File: config.mk
export PLATFORM = sky130hd
export DESIGN_NAME = gaze_eye_contact_detector
export DESIGN_NICKNAME = d
export VERILOG_FILES = /design/src/hw/rtl/gec_pkg.sv /design/src/hw/rtl/gec_cell.sv /design/src/hw/rtl/gec_chain.sv /design/src/hw/rtl/gec_div.sv /design/src/hw/rtl/gaze_eye_contact_detector.sv
export SDC_FILE = /design/constraint.sdc
export NUM_CORES = 2
export LEC_CHECK = 0
export BUFFER_PORTS_ARGS = -buffer_cell sky130_fd_sc_hd__buf_4
export CORE_MARGIN = 8
export CORE_UTILIZATION = 60
export DETAILED_ROUTE_END_ITERATION = 12
export GPL_TIMING_DRIVEN = 0
export PLACE_DENSITY = 0.77
export SYNTH_ARGS = -nofsm -noshare
export SYNTH_HDL_FRONTEND = slang
export SYNTH_SLANG_ARGS = --single-unit
File: constraint.sdc
create_clock -name clk -period 12.3 [get_ports clk]
set_clock_uncertainty 0.1 [all_clocks]
set_input_delay 0.615 -clock clk [delete_from_list [all_inputs] [get_ports clk]]
set_output_delay 0.615 -clock clk [all_outputs]
set_load 0.01 [all_outputs]
File: src/hw/rtl/gec_pkg.sv
// Shared constants, types and register codes for the gaze eye-contact detector.
package gec_pkg;

	localparam int HIST_DEPTH = 6;
	localparam int GAZE_W     = 16;
	localparam int SUM_W      = GAZE_W + $clog2(HIST_DEPTH);
	localparam int CNT_W      = $clog2(HIST_DEPTH + 1);
	localparam int IDX_W      = $clog2(HIST_DEPTH);
	localparam int OUT_CNT_W  = 5;

	// divider retires two quotient bits per cycle
	localparam int DIV_STEPS  = (SUM_W + 1) / 2;
	localparam int DIV_W      = 2 * DIV_STEPS;
	localparam int DSTEP_W    = $clog2(DIV_STEPS);

	// squarer operand and product widths
	localparam int SQ_IN_W    = GAZE_W + 1;
	localparam int SQ_W       = 2 * SQ_IN_W;
	localparam int ACC_W      = SQ_W + 1;

	localparam int LIM_W      = 33;
	localparam int MINI_W     = 5;
	localparam int ANG_W      = 15;
	localparam int BLINK_W    = 11;
	localparam int CFG_IDX_W  = 3;
	localparam int CFG_DATA_W = 33;

	localparam logic [LIM_W-1:0]   INLIER_DIST_SQ_RST  = LIM_W'(6553600);
	localparam logic [MINI_W-1:0]  MIN_INLIERS_RST     = MINI_W'(3);
	localparam logic [LIM_W-1:0]   CONTACT_DIST_SQ_RST = LIM_W'(4194304);
	localparam logic [ANG_W-1:0]   PITCH_LIMIT_RST     = ANG_W'(6434);
	localparam logic [ANG_W-1:0]   YAW_LIMIT_RST       = ANG_W'(6434);
	localparam logic [BLINK_W-1:0] BLINK_THRESHOLD_RST = BLINK_W'(748);
	localparam logic [LIM_W-1:0]   NEAR_DIST_SQ_RST    = LIM_W'(490000);

	typedef enum logic [CFG_IDX_W-1:0] {
		REG_INLIER_DIST_SQ  = 3'd0,
		REG_MIN_INLIERS     = 3'd1,
		REG_CONTACT_DIST_SQ = 3'd2,
		REG_PITCH_LIMIT     = 3'd3,
		REG_YAW_LIMIT       = 3'd4,
		REG_BLINK_THRESHOLD = 3'd5,
		REG_NEAR_DIST_SQ    = 3'd6
	} cfg_reg_t;

	typedef struct packed {
		logic signed [GAZE_W-1:0] lr;
		logic signed [GAZE_W-1:0] ud;
	} point_t;

	typedef struct packed {
		logic en;
		logic load;
	} chain_ctrl_t;

endpackage

File: src/hw/rtl/gec_cell.sv
// One history cell: holds a gaze point and passes it on when the row moves.
module gec_cell import gec_pkg::*; (
	input  logic   clk,
	input  logic   arst_n,
	input  logic   en,
	input  point_t d,
	output point_t q
);

	point_t pt_q;

	// take the neighbor's point on every move of the row
	always_ff @(posedge clk or negedge arst_n) begin
		if (!arst_n) begin
			pt_q <= '0;
		end else if (en) begin
			pt_q <= d;
		end
	end

	assign q = pt_q;

endmodule

File: src/hw/rtl/gec_chain.sv
// Row of history cells: shifts in a new gaze point or rotates the ring.
module gec_chain import gec_pkg::*; (
	input  logic        clk,
	input  logic        arst_n,
	input  chain_ctrl_t ctrl,
	input  point_t      new_pt,
	output point_t      head
);

	point_t cell_d [HIST_DEPTH];
	point_t cell_q [HIST_DEPTH];

	// first cell takes the new point on load, otherwise the last cell wraps around
	assign cell_d[0] = ctrl.load ? new_pt : cell_q[HIST_DEPTH-1];

	genvar gi;
	generate
		for (gi = 1; gi < HIST_DEPTH; gi++) begin : g_link
			assign cell_d[gi] = cell_q[gi-1];
		end
		for (gi = 0; gi < HIST_DEPTH; gi++) begin : g_cell
			gec_cell u_cell (
				.clk    (clk),
				.arst_n (arst_n),
				.en     (ctrl.en),
				.d      (cell_d[gi]),
				.q      (cell_q[gi])
			);
		end
	endgenerate

	assign head = cell_q[HIST_DEPTH-1];

endmodule

File: src/hw/rtl/gec_div.sv
// Iterative signed divider by a small unsigned divisor, two quotient bits a cycle.
module gec_div import gec_pkg::*; (
	input  logic                    clk,
	input  logic                    arst_n,
	input  logic                    start,
	input  logic signed [SUM_W-1:0] dividend,
	input  logic [CNT_W-1:0]        divisor,
	output logic                    done,
	output logic signed [SUM_W-1:0] quotient
);

	logic [DIV_W-1:0]   work_q;
	logic [DIV_W-1:0]   work_n;
	logic [CNT_W-1:0]   rem_q;
	logic [CNT_W-1:0]   rem_n;
	logic [CNT_W:0]     trial;
	logic [CNT_W-1:0]   dvsr_q;
	logic               neg_q;
	logic               busy_q;
	logic               done_q;
	logic [DSTEP_W-1:0] step_q;
	logic [SUM_W-1:0]   mag;
	logic [SUM_W-1:0]   q_mag;

	// magnitude of the dividend; truncation toward zero restores the sign at the end
	assign mag = dividend[SUM_W-1] ? SUM_W'(-dividend) : SUM_W'(dividend);

	// two restoring steps
	always_comb begin
		rem_n  = rem_q;
		work_n = work_q;
		trial  = '0;
		for (int k = 0; k < 2; k++) begin
			trial  = {rem_n, work_n[DIV_W-1]};
			work_n = {work_n[DIV_W-2:0], 1'b0};
			if (trial >= {1'b0, dvsr_q}) begin
				rem_n     = CNT_W'(trial - {1'b0, dvsr_q});
				work_n[0] = 1'b1;
			end else begin
				rem_n = trial[CNT_W-1:0];
			end
		end
	end

	// sequence the steps
	always_ff @(posedge clk or negedge arst_n) begin
		if (!arst_n) begin
			busy_q <= 1'b0;
			done_q <= 1'b0;
			step_q <= '0;
		end else begin
			done_q <= 1'b0;
			if (start) begin
				busy_q <= 1'b1;
				step_q <= '0;
			end else if (busy_q) begin
				step_q <= step_q + 1'b1;
				if (step_q == DSTEP_W'(DIV_STEPS - 1)) begin
					busy_q <= 1'b0;
					done_q <= 1'b1;
				end
			end
		end
	end

	// hold the operands and partial results
	always_ff @(posedge clk) begin
		if (start) begin
			work_q <= DIV_W'(mag);
			rem_q  <= '0;
			dvsr_q <= divisor;
			neg_q  <= dividend[SUM_W-1];
		end else if (busy_q) begin
			work_q <= work_n;
			rem_q  <= rem_n;
		end
	end

	assign q_mag    = work_q[SUM_W-1:0];
	assign quotient = neg_q ? -$signed(q_mag) : $signed(q_mag);
	assign done     = done_q;

endmodule

File: src/hw/rtl/gaze_eye_contact_detector.sv
// Gaze eye-contact detector top level: history row, squarers, dividers and sequencer.
//
//  channel | handshake                 | payload
//  --------+---------------------------+------------------------------------------------
//  in      | in_valid / in_stall       | gaze_left_right, gaze_up_down, head_pitch,
//          |                           | head_yaw, blink_left, blink_right, pos_x/y/z
//  out     | out_valid / out_stall     | eye_contact, inlier_count
//  cfg     | cfg_valid / cfg_ready     | cfg_index, cfg_data
//
//  From acceptance to the result register, one request makes two passes around the cell
//  row and two runs of the bit-pair divider. One request is in work at a time; in_stall is
//  high from acceptance until the result is loaded.
//  A finished result waits in the output register while the next request is taken.
//  Reset clears the history to zero points and loads the register defaults.
module gaze_eye_contact_detector import gec_pkg::*; (
	input  logic                     clk,
	input  logic                     arst_n,
	input  logic                     in_valid,
	output logic                     in_stall,
	input  logic signed [15:0]       gaze_left_right,
	input  logic signed [15:0]       gaze_up_down,
	input  logic signed [15:0]       head_pitch,
	input  logic signed [15:0]       head_yaw,
	input  logic [BLINK_W-1:0]       blink_left,
	input  logic [BLINK_W-1:0]       blink_right,
	input  logic signed [15:0]       pos_x,
	input  logic signed [15:0]       pos_y,
	input  logic signed [15:0]       pos_z,
	output logic                     out_valid,
	input  logic                     out_stall,
	output logic                     eye_contact,
	output logic [OUT_CNT_W-1:0]     inlier_count,
	input  logic                     cfg_valid,
	output logic                     cfg_ready,
	input  logic [CFG_IDX_W-1:0]     cfg_index,
	input  logic [CFG_DATA_W-1:0]    cfg_data
);

	typedef enum logic [10:0] {
		S_IDLE     = 11'b000_0000_0001,
		S_SUM      = 11'b000_0000_0010,
		S_AVG_GO   = 11'b000_0000_0100,
		S_AVG_WAIT = 11'b000_0000_1000,
		S_DIST     = 11'b000_0001_0000,
		S_DRAIN    = 11'b000_0010_0000,
		S_INL_GO   = 11'b000_0100_0000,
		S_INL_WAIT = 11'b000_1000_0000,
		S_MAG      = 11'b001_0000_0000,
		S_CHK      = 11'b010_0000_0000,
		S_FINAL    = 11'b100_0000_0000
	} state_t;

	typedef enum logic [2:0] {
		TAG_NONE   = 3'd0,
		TAG_POS_XY = 3'd1,
		TAG_POS_Z  = 3'd2,
		TAG_DIST   = 3'd3,
		TAG_MAG    = 3'd4
	} sq_tag_t;

	state_t state_q;
	logic [IDX_W-1:0] idx_q;
	logic [CNT_W-1:0] fill_q;
	logic accept;

	// registers
	logic [LIM_W-1:0]   inlier_dist_sq_q;
	logic [MINI_W-1:0]  min_inliers_q;
	logic [LIM_W-1:0]   contact_dist_sq_q;
	logic [ANG_W-1:0]   pitch_limit_q;
	logic [ANG_W-1:0]   yaw_limit_q;
	logic [BLINK_W-1:0] blink_threshold_q;
	logic [LIM_W-1:0]   near_dist_sq_q;

	// per-request flags and operands
	logic filled_q, cone_q, blink_q, near_ok_q, mag_ok_q;
	logic signed [GAZE_W-1:0] pos_x_q, pos_y_q, pos_z_q;
	logic signed [SUM_W-1:0]  sum_lr_q, sum_ud_q;
	logic signed [SUM_W-1:0]  isum_lr_q, isum_ud_q;
	logic signed [GAZE_W-1:0] avg_lr_q, avg_ud_q;
	logic signed [GAZE_W-1:0] inl_lr_q, inl_ud_q;
	logic [CNT_W-1:0]         cnt_q;
	logic [ACC_W-1:0]         near_acc_q;

	// squarer stage
	logic signed [SQ_IN_W-1:0] sq_a_in, sq_b_in;
	logic signed [SQ_W-1:0]    prod_a, prod_b;
	logic [SQ_W-1:0]           sq_a_s1, sq_b_s1;
	sq_tag_t                   tag_n, tag_s1;
	point_t                    head_s1;
	logic [ACC_W-1:0]          sq_sum;

	// output register
	logic                 out_valid_q;
	logic                 eye_contact_q;
	logic [OUT_CNT_W-1:0] inlier_count_q;
	logic                 contact;

	// history row and dividers
	chain_ctrl_t chain_ctrl;
	point_t      new_pt, head;
	logic        div_start, done_lr, done_ud;
	logic signed [SUM_W-1:0] div_a_lr, div_a_ud, q_lr, q_ud;
	logic [CNT_W-1:0] div_b;

	logic [GAZE_W:0] abs_pitch, abs_yaw;

	assign accept    = in_valid && !in_stall;
	assign in_stall  = (state_q != S_IDLE);
	assign cfg_ready = 1'b1;

	// write configuration registers
	always_ff @(posedge clk or negedge arst_n) begin
		if (!arst_n) begin
			inlier_dist_sq_q  <= INLIER_DIST_SQ_RST;
			min_inliers_q     <= MIN_INLIERS_RST;
			contact_dist_sq_q <= CONTACT_DIST_SQ_RST;
			pitch_limit_q     <= PITCH_LIMIT_RST;
			yaw_limit_q       <= YAW_LIMIT_RST;
			blink_threshold_q <= BLINK_THRESHOLD_RST;
			near_dist_sq_q    <= NEAR_DIST_SQ_RST;
		end else if (cfg_valid && cfg_ready) begin
			unique case (cfg_reg_t'(cfg_index))
				REG_INLIER_DIST_SQ:  inlier_dist_sq_q  <= cfg_data[LIM_W-1:0];
				REG_MIN_INLIERS:     min_inliers_q     <= cfg_data[MINI_W-1:0];
				REG_CONTACT_DIST_SQ: contact_dist_sq_q <= cfg_data[LIM_W-1:0];
				REG_PITCH_LIMIT:     pitch_limit_q     <= cfg_data[ANG_W-1:0];
				REG_YAW_LIMIT:       yaw_limit_q       <= cfg_data[ANG_W-1:0];
				REG_BLINK_THRESHOLD: blink_threshold_q <= cfg_data[BLINK_W-1:0];
				REG_NEAR_DIST_SQ:    near_dist_sq_q    <= cfg_data[LIM_W-1:0];
				default: ;
			endcase
		end
	end

	// history row moves on load and during both passes
	assign new_pt.lr       = gaze_left_right;
	assign new_pt.ud       = gaze_up_down;
	assign chain_ctrl.load = accept;
	assign chain_ctrl.en   = accept || (state_q == S_SUM) || (state_q == S_DIST);

	gec_chain u_chain (
		.clk    (clk),
		.arst_n (arst_n),
		.ctrl   (chain_ctrl),
		.new_pt (new_pt),
		.head   (head)
	);

	// dividers: full average by the depth, inlier average by the count
	assign div_start = (state_q == S_AVG_GO) || (state_q == S_INL_GO);
	assign div_a_lr  = (state_q == S_AVG_GO) ? sum_lr_q : isum_lr_q;
	assign div_a_ud  = (state_q == S_AVG_GO) ? sum_ud_q : isum_ud_q;
	assign div_b     = (state_q == S_AVG_GO) ? CNT_W'(HIST_DEPTH) : cnt_q;

	gec_div u_div_lr (
		.clk      (clk),
		.arst_n   (arst_n),
		.start    (div_start),
		.dividend (div_a_lr),
		.divisor  (div_b),
		.done     (done_lr),
		.quotient (q_lr)
	);

	gec_div u_div_ud (
		.clk      (clk),
		.arst_n   (arst_n),
		.start    (div_start),
		.dividend (div_a_ud),
		.divisor  (div_b),
		.done     (done_ud),
		.quotient (q_ud)
	);

	// head angle magnitudes
	assign abs_pitch = head_pitch[GAZE_W-1] ? (GAZE_W+1)'(-{head_pitch[GAZE_W-1], head_pitch})
	                                        : {1'b0, head_pitch};
	assign abs_yaw   = head_yaw[GAZE_W-1] ? (GAZE_W+1)'(-{head_yaw[GAZE_W-1], head_yaw})
	                                      : {1'b0, head_yaw};

	// select squarer operands by phase
	always_comb begin
		sq_a_in = '0;
		sq_b_in = '0;
		tag_n   = TAG_NONE;
		if (state_q == S_SUM && idx_q == IDX_W'(0)) begin
			sq_a_in = {pos_x_q[GAZE_W-1], pos_x_q};
			sq_b_in = {pos_y_q[GAZE_W-1], pos_y_q};
			tag_n   = TAG_POS_XY;
		end else if (state_q == S_SUM && idx_q == IDX_W'(1)) begin
			sq_a_in = {pos_z_q[GAZE_W-1], pos_z_q};
			tag_n   = TAG_POS_Z;
		end else if (state_q == S_DIST) begin
			sq_a_in = {head.lr[GAZE_W-1], head.lr} - {avg_lr_q[GAZE_W-1], avg_lr_q};
			sq_b_in = {head.ud[GAZE_W-1], head.ud} - {avg_ud_q[GAZE_W-1], avg_ud_q};
			tag_n   = TAG_DIST;
		end else if (state_q == S_MAG) begin
			sq_a_in = {inl_lr_q[GAZE_W-1], inl_lr_q};
			sq_b_in = {inl_ud_q[GAZE_W-1], inl_ud_q};
			tag_n   = TAG_MAG;
		end
	end

	assign prod_a = sq_a_in * sq_a_in;
	assign prod_b = sq_b_in * sq_b_in;

	// register squares with their tag
	always_ff @(posedge clk or negedge arst_n) begin
		if (!arst_n) begin
			tag_s1 <= TAG_NONE;
		end else begin
			tag_s1 <= tag_n;
		end
	end

	always_ff @(posedge clk) begin
		sq_a_s1 <= unsigned'(prod_a);
		sq_b_s1 <= unsigned'(prod_b);
		head_s1 <= head;
	end

	assign sq_sum = ACC_W'(sq_a_s1) + ACC_W'(sq_b_s1);

	// consume squares: position near check, head distance, inlier marking, average magnitude
	always_ff @(posedge clk or negedge arst_n) begin
		if (!arst_n) begin
			cnt_q <= '0;
		end else if (state_q == S_SUM) begin
			cnt_q <= '0;
		end else if (tag_s1 == TAG_DIST && sq_sum < ACC_W'(inlier_dist_sq_q)) begin
			cnt_q <= cnt_q + 1'b1;
		end
	end

	always_ff @(posedge clk) begin
		if (state_q == S_SUM) begin
			isum_lr_q <= '0;
			isum_ud_q <= '0;
		end
		case (tag_s1)
			TAG_POS_XY: near_acc_q <= sq_sum;
			TAG_POS_Z:  near_ok_q  <= (near_acc_q + sq_sum) < ACC_W'(near_dist_sq_q);
			TAG_DIST: begin
				if (sq_sum < ACC_W'(inlier_dist_sq_q)) begin
					isum_lr_q <= isum_lr_q + SUM_W'(head_s1.lr);
					isum_ud_q <= isum_ud_q + SUM_W'(head_s1.ud);
				end
			end
			TAG_MAG:    mag_ok_q   <= sq_sum < ACC_W'(contact_dist_sq_q);
			default: ;
		endcase
	end

	// latch request operands, sum the row and take the divider quotients
	always_ff @(posedge clk) begin
		if (accept) begin
			pos_x_q  <= pos_x;
			pos_y_q  <= pos_y;
			pos_z_q  <= pos_z;
			cone_q   <= (abs_pitch < {2'b00, pitch_limit_q}) &&
			            (abs_yaw < {2'b00, yaw_limit_q});
			blink_q  <= (blink_left < blink_threshold_q) ||
			            (blink_right < blink_threshold_q);
			filled_q <= (fill_q == CNT_W'(HIST_DEPTH));
			sum_lr_q <= '0;
			sum_ud_q <= '0;
		end else if (state_q == S_SUM) begin
			sum_lr_q <= sum_lr_q + SUM_W'(head.lr);
			sum_ud_q <= sum_ud_q + SUM_W'(head.ud);
		end
		if (state_q == S_AVG_WAIT && done_lr && done_ud) begin
			avg_lr_q <= q_lr[GAZE_W-1:0];
			avg_ud_q <= q_ud[GAZE_W-1:0];
		end
		if (state_q == S_INL_WAIT && done_lr && done_ud) begin
			inl_lr_q <= q_lr[GAZE_W-1:0];
			inl_ud_q <= q_ud[GAZE_W-1:0];
		end
	end

	assign contact = (OUT_CNT_W'(cnt_q) > min_inliers_q) && mag_ok_q && filled_q &&
	                 cone_q && blink_q && near_ok_q;

	// sequencer
	always_ff @(posedge clk or negedge arst_n) begin
		if (!arst_n) begin
			state_q <= S_IDLE;
			idx_q   <= '0;
			fill_q  <= '0;
		end else begin
			unique case (state_q)
				S_IDLE: begin
					if (accept) begin
						idx_q   <= '0;
						state_q <= S_SUM;
						if (fill_q != CNT_W'(HIST_DEPTH)) begin
							fill_q <= fill_q + 1'b1;
						end
					end
				end
				S_SUM: begin
					idx_q <= idx_q + 1'b1;
					if (idx_q == IDX_W'(HIST_DEPTH - 1)) begin
						state_q <= S_AVG_GO;
					end
				end
				S_AVG_GO: state_q <= S_AVG_WAIT;
				S_AVG_WAIT: begin
					if (done_lr && done_ud) begin
						idx_q   <= '0;
						state_q <= S_DIST;
					end
				end
				S_DIST: begin
					idx_q <= idx_q + 1'b1;
					if (idx_q == IDX_W'(HIST_DEPTH - 1)) begin
						state_q <= S_DRAIN;
					end
				end
				S_DRAIN:  state_q <= S_INL_GO;
				S_INL_GO: state_q <= S_INL_WAIT;
				S_INL_WAIT: begin
					if (done_lr && done_ud) begin
						state_q <= S_MAG;
					end
				end
				S_MAG: state_q <= S_CHK;
				S_CHK: state_q <= S_FINAL;
				S_FINAL: begin
					if (!out_valid_q || !out_stall) begin
						state_q <= S_IDLE;
					end
				end
				default: state_q <= S_IDLE;
			endcase
		end
	end

	// output register: load a result, drop it once taken
	always_ff @(posedge clk or negedge arst_n) begin
		if (!arst_n) begin
			out_valid_q <= 1'b0;
		end else if (state_q == S_FINAL && (!out_valid_q || !out_stall)) begin
			out_valid_q <= 1'b1;
		end else if (out_valid_q && !out_stall) begin
			out_valid_q <= 1'b0;
		end
	end

	always_ff @(posedge clk) begin
		if (state_q == S_FINAL && (!out_valid_q || !out_stall)) begin
			eye_contact_q  <= contact;
			inlier_count_q <= OUT_CNT_W'(cnt_q);
		end
	end

	assign out_valid    = out_valid_q;
	assign eye_contact  = eye_contact_q;
	assign inlier_count = inlier_count_q;

endmodule

==> impl_table.tex <==
\begin{tabular}{lr}
\hline
Metric & Value \\
\hline
\multicolumn{2}{l}{\textbf{Status}} \\
Outcome & finished with violations \\
Violated checks & max-capacitance violations, max-slew violations \\
\multicolumn{2}{l}{\textbf{Global route}} \\
Initial antenna violation count & 4 \\
Number of global-route vias before repair & 46610 \\
Pin count of the biggest net entering global routing & 126 \\
Global-route met2 utilization & 47.36\% \\
GR Util met3 & 4.448\% \\
Global routing's busiest layer & met2 \\
Overall Global Routing Usage & 28.45\% \\
GR Layer Usage met1 & between 30\% and 40\% \\
Remaining global-route overflow & 0 \\
First-pass GRT wire length & 250.2 mm \\
\multicolumn{2}{l}{\textbf{Clocking}} \\
Maximum clock insertion buffer count & 3 \\
Clock network latency to the later pin of the worst-skew pair & 690 ps \\
Count of H-tree levels built during CTS & 3 \\
Post-cts sizing count & 0 \\
Clock Root Buffer & clkbuf\_16 \\
Clock input transition at the sequential cells of the worst setup and hold paths & approximately 60 ps \\
Number of buffers added by the clock tree synthesis step & 82 \\
Sink count of the clock tree & 754 \\
Clock tree from TritonCTS & built \\
\multicolumn{2}{l}{\textbf{Synthesis}} \\
Seq cells post-synth & roughly 750 \\
Synthesized netlist cell count & a little over 6000 \\
Largest family of logic cells by synthesized area & adder cells \\
Mean cell area of the mapped netlist & 9.908 µm² \\
XOR/XNOR Fraction of Synth Area & 4.326\% \\
Complex-gate fraction of the synthesized area & 11.71\% \\
Portion of netlist area occupied by mux cells & $\sim$4.9\% \\
Summed instance area of the synthesized netlist & around 60000 µm² \\
Number of enable-type register cells in the synthesized netlist & 199 \\
Portion of the post-synthesis area used by sequential elements & between 30\% and 40\% \\
Post-synthesis simple-gate area fraction & roughly 11\% \\
Yosys warning count & 0 \\
Post-synthesis adder-cell area fraction & 29.18\% \\
Top\_reg\_cell synth & dfrtp\_1 \\
Number of different library cells in the post-synthesis netlist & 102 \\
FFs w/ async S/R, synth & approximately half \\
\multicolumn{2}{l}{\textbf{Routing}} \\
Number of design rule violations left after detail routing & 0 \\
Detailed router's first-iteration violation count & approximately 3600 \\
Total wire length & 159.4 mm \\
Average wire per cell in the routed design & approximately 21 µm \\
Routed via count & 45190 \\
Drt via density & 5.849 \\
Residual antenna-violating net count after detailed routing & 0 \\
First-pass detailed-route iteration total & 8 \\
\multicolumn{2}{l}{\textbf{Power}} \\
Worst IR Drop VDD & around 0.22 mV \\
Power per cell area & 200.6 nW/µm² \\
Overall power consumption & 13.29 mW \\
Leakage power summed over all cells & 31.77 nW \\
\multicolumn{2}{l}{\textbf{Placed design}} \\
Pre-CTS setup slack & about 2000 ps \\
Final GP Congestion & $\sim$1 \\
Number of input and output port buffers inserted & 179 \\
Estimated wirelength of the detail-placed design & 127.1 mm \\
Total instance count after detailed placement & 7554 \\
\multicolumn{2}{l}{\textbf{Worst hold path}} \\
Min-Delay Path Class & in2reg \\
Hold Path Origin & pos\_z[12] \\
\multicolumn{2}{l}{\textbf{Critical path}} \\
CP endpoint kind & flip-flop \\
Slowest Stage Delay on Critical Path & 730 ps \\
Slowest cell on crit path & nor3b\_2 \\
Startpoint types & flip-flop \\
Worst path arrival time & 10940 ps \\
CP dominant cell by count & fa\_1 \\
Critical path type & reg2reg \\
Source of the worst register-to-register timing path & state\_q[9]\$\_DFFE\_PN0P\_ \\
Critical path required time & between 10000 and 15000 ps \\
Largest fanout on the critical path & 10 \\
Crit path from & state\_q[9]\$\_DFFE\_PN0P\_ \\
\multicolumn{2}{l}{\textbf{Timing}} \\
Setup violation total in the final timing report & 0 \\
Fin crit period & between 10000 and 15000 ps \\
Worst slew margin & -2.757\% \\
Hold Vio Cnt, Final & 0 \\
Setup repair after global routing missed its margin & false \\
Number of pins with negative max-slew slack in the final report & 5 \\
Final sum of negative setup slack & 0 ps \\
Tightest Pin Transition & 1541 ps \\
Max Fclk & 0.09523 GHz \\
Final worst slack & 1799 ps \\
Share of the clock period used by the worst path after layout & a little under nine tenths \\
\multicolumn{2}{l}{\textbf{Die}} \\
Std-Cell Rows & 116 \\
Top-Level Pins & 184 \\
Overall die area & 110600 µm² \\
Die width & 332.6 µm \\
Initial Utilization & 60.31\% \\
Area inside the core boundary & 99710 µm² \\
Die boundary height & 332.6 µm \\
\multicolumn{2}{l}{\textbf{Layout}} \\
Leading cell type in the layout, fill and taps excluded & inv\_1 \\
P\&R area growth vs syn & 10.20\% \\
Most used cells in the layout excluding fill and tap cells & inv\_1 (872), nand2\_1 (561), fa\_1 (552), ha\_1 (519), nor2\_1 (421) \\
Register cell area after layout & roughly 19000 µm² \\
Area of the multi-input gates & 36980 µm² \\
Post-Layout Cell Count & 7726 \\
Layout net count & approximately 7600 \\
Fraction of final layout cells with drive strength greater than 1 & 11.12\% \\
Number of fill cells & between 7000 and 8000 \\
\multicolumn{2}{l}{\textbf{Run}} \\
Reported max-cap violation count & 1 \\
\hline
\end{tabular}
==> cells by family after synthesis <==
family | count (synthesis)
other | 2
xor gates and xnor gates | 297
AOI/OAI and AO/OA | 1109
DFF | 754
buffers and inverters | 1080
adders and majority gates | 1071
muxes | 266
and+or+nand+nor | 1490
==> layout make-up <==
class,count,area share [%]
tap,1298,2.451
antenna,1,0.003776
multi-input combinational,4236,55.81
clock buffer,116,3.491
buffer,195,1.290
clock inverter,38,0.7628
inverter,885,5.021
timing repair buffer,203,2.507
sequential,754,28.66
==> metrics by stage <==
stage	hold slack, ps	area, µm²	util (%)
after floorplan	219.4	60140	-
after global placement	338.1	63100	63.29
after detailed placement	344.2	63280	63.46
after CTS	0.1834	66260	66.45
after global routing	7.541	66260	66.46
final	34.01	66270	66.46
==> timing repair <==
item | CTS | global route
hold endpoints to repair | 48 | 0
setup buffers | 0 | 0
hold buffers | 16 | 0
==> worst max-delay path, delay by kind of cell (launching register included) <==
kind	cells	cell delay [ps]
adders and majority gates	7	3380
AOI/OAI and AO/OA	10	2760
and+or+nand+nor	5	1830
buffers and inverters	8	1620
DFF	1	440
xor gates and xnor gates	1	220
==> sequential cells by signal, indices dropped and copies added (netlist names), 32 cells and up <==
signal and count:
u_chain.g_cell.u_cell.q 192, near_acc_q 35, contact_dist_sq_q 33, inlier_dist_sq_q 33, near_dist_sq_q 33, sq_a_s1 33
sq_b_s1 33, head_s1 32
==> path summary, 6_finish.rpt <==
check                      cells after the start                                        end  slack [ps]
max in group asynchronous                      4  u_chain.g_cell[5].u_cell.q[0]$_DFFE_PN0P_       10300
setup / recovery                              31                        sq_b_s1[32]$_DFF_P_        1800
hold / removal                                 1                      pos_z_q[12]$_DFFE_PP_          30
min in group asynchronous                      2                 yaw_limit_q[2]$_DFFE_PN0P_         320
hold reg to reg                                0                         head_s1[0]$_DFF_P_         350
setup reg to reg                              31                        sq_b_s1[32]$_DFF_P_        1800
==> where the power goes <==
| group | leakage, nW | internal [mW] | total, mW | switching, mW |
|---|---|---|---|---|
| logic | 22.7 | 2.73 | 6.60 | 3.87 |
| registers | 7.75 | 3.50 | 4.13 | 0.631 |
| clock network | 1.37 | 1.46 | 2.56 | 1.10 |
==> routing by layer <==
layer  share of wire [%]  vias up  routed length, µm
met1                  40    22030              63240
met2                  47     1793              74640
met3                 7.1      490              11380
met5                   0        -                  0
met4                 6.4        0              10160
li1                    -    20880                  -
==> cells in the mapped netlist, types with 182 or more instances <==
library cell	count	area (µm²)
a21oi_1	250	1251
dfrtp_1	341	8533
dfxtp_1	182	3643
edfxtp_1	199	5976
fa_1	552	11050
ha_1	519	6494
inv_1	872	3273
mux2_2	232	2613
nand2_1	561	2106
nor2_1	422	1584
o21ai_0	320	1602
xnor2_1	192	1682
(Power assumes the default switching activity.)
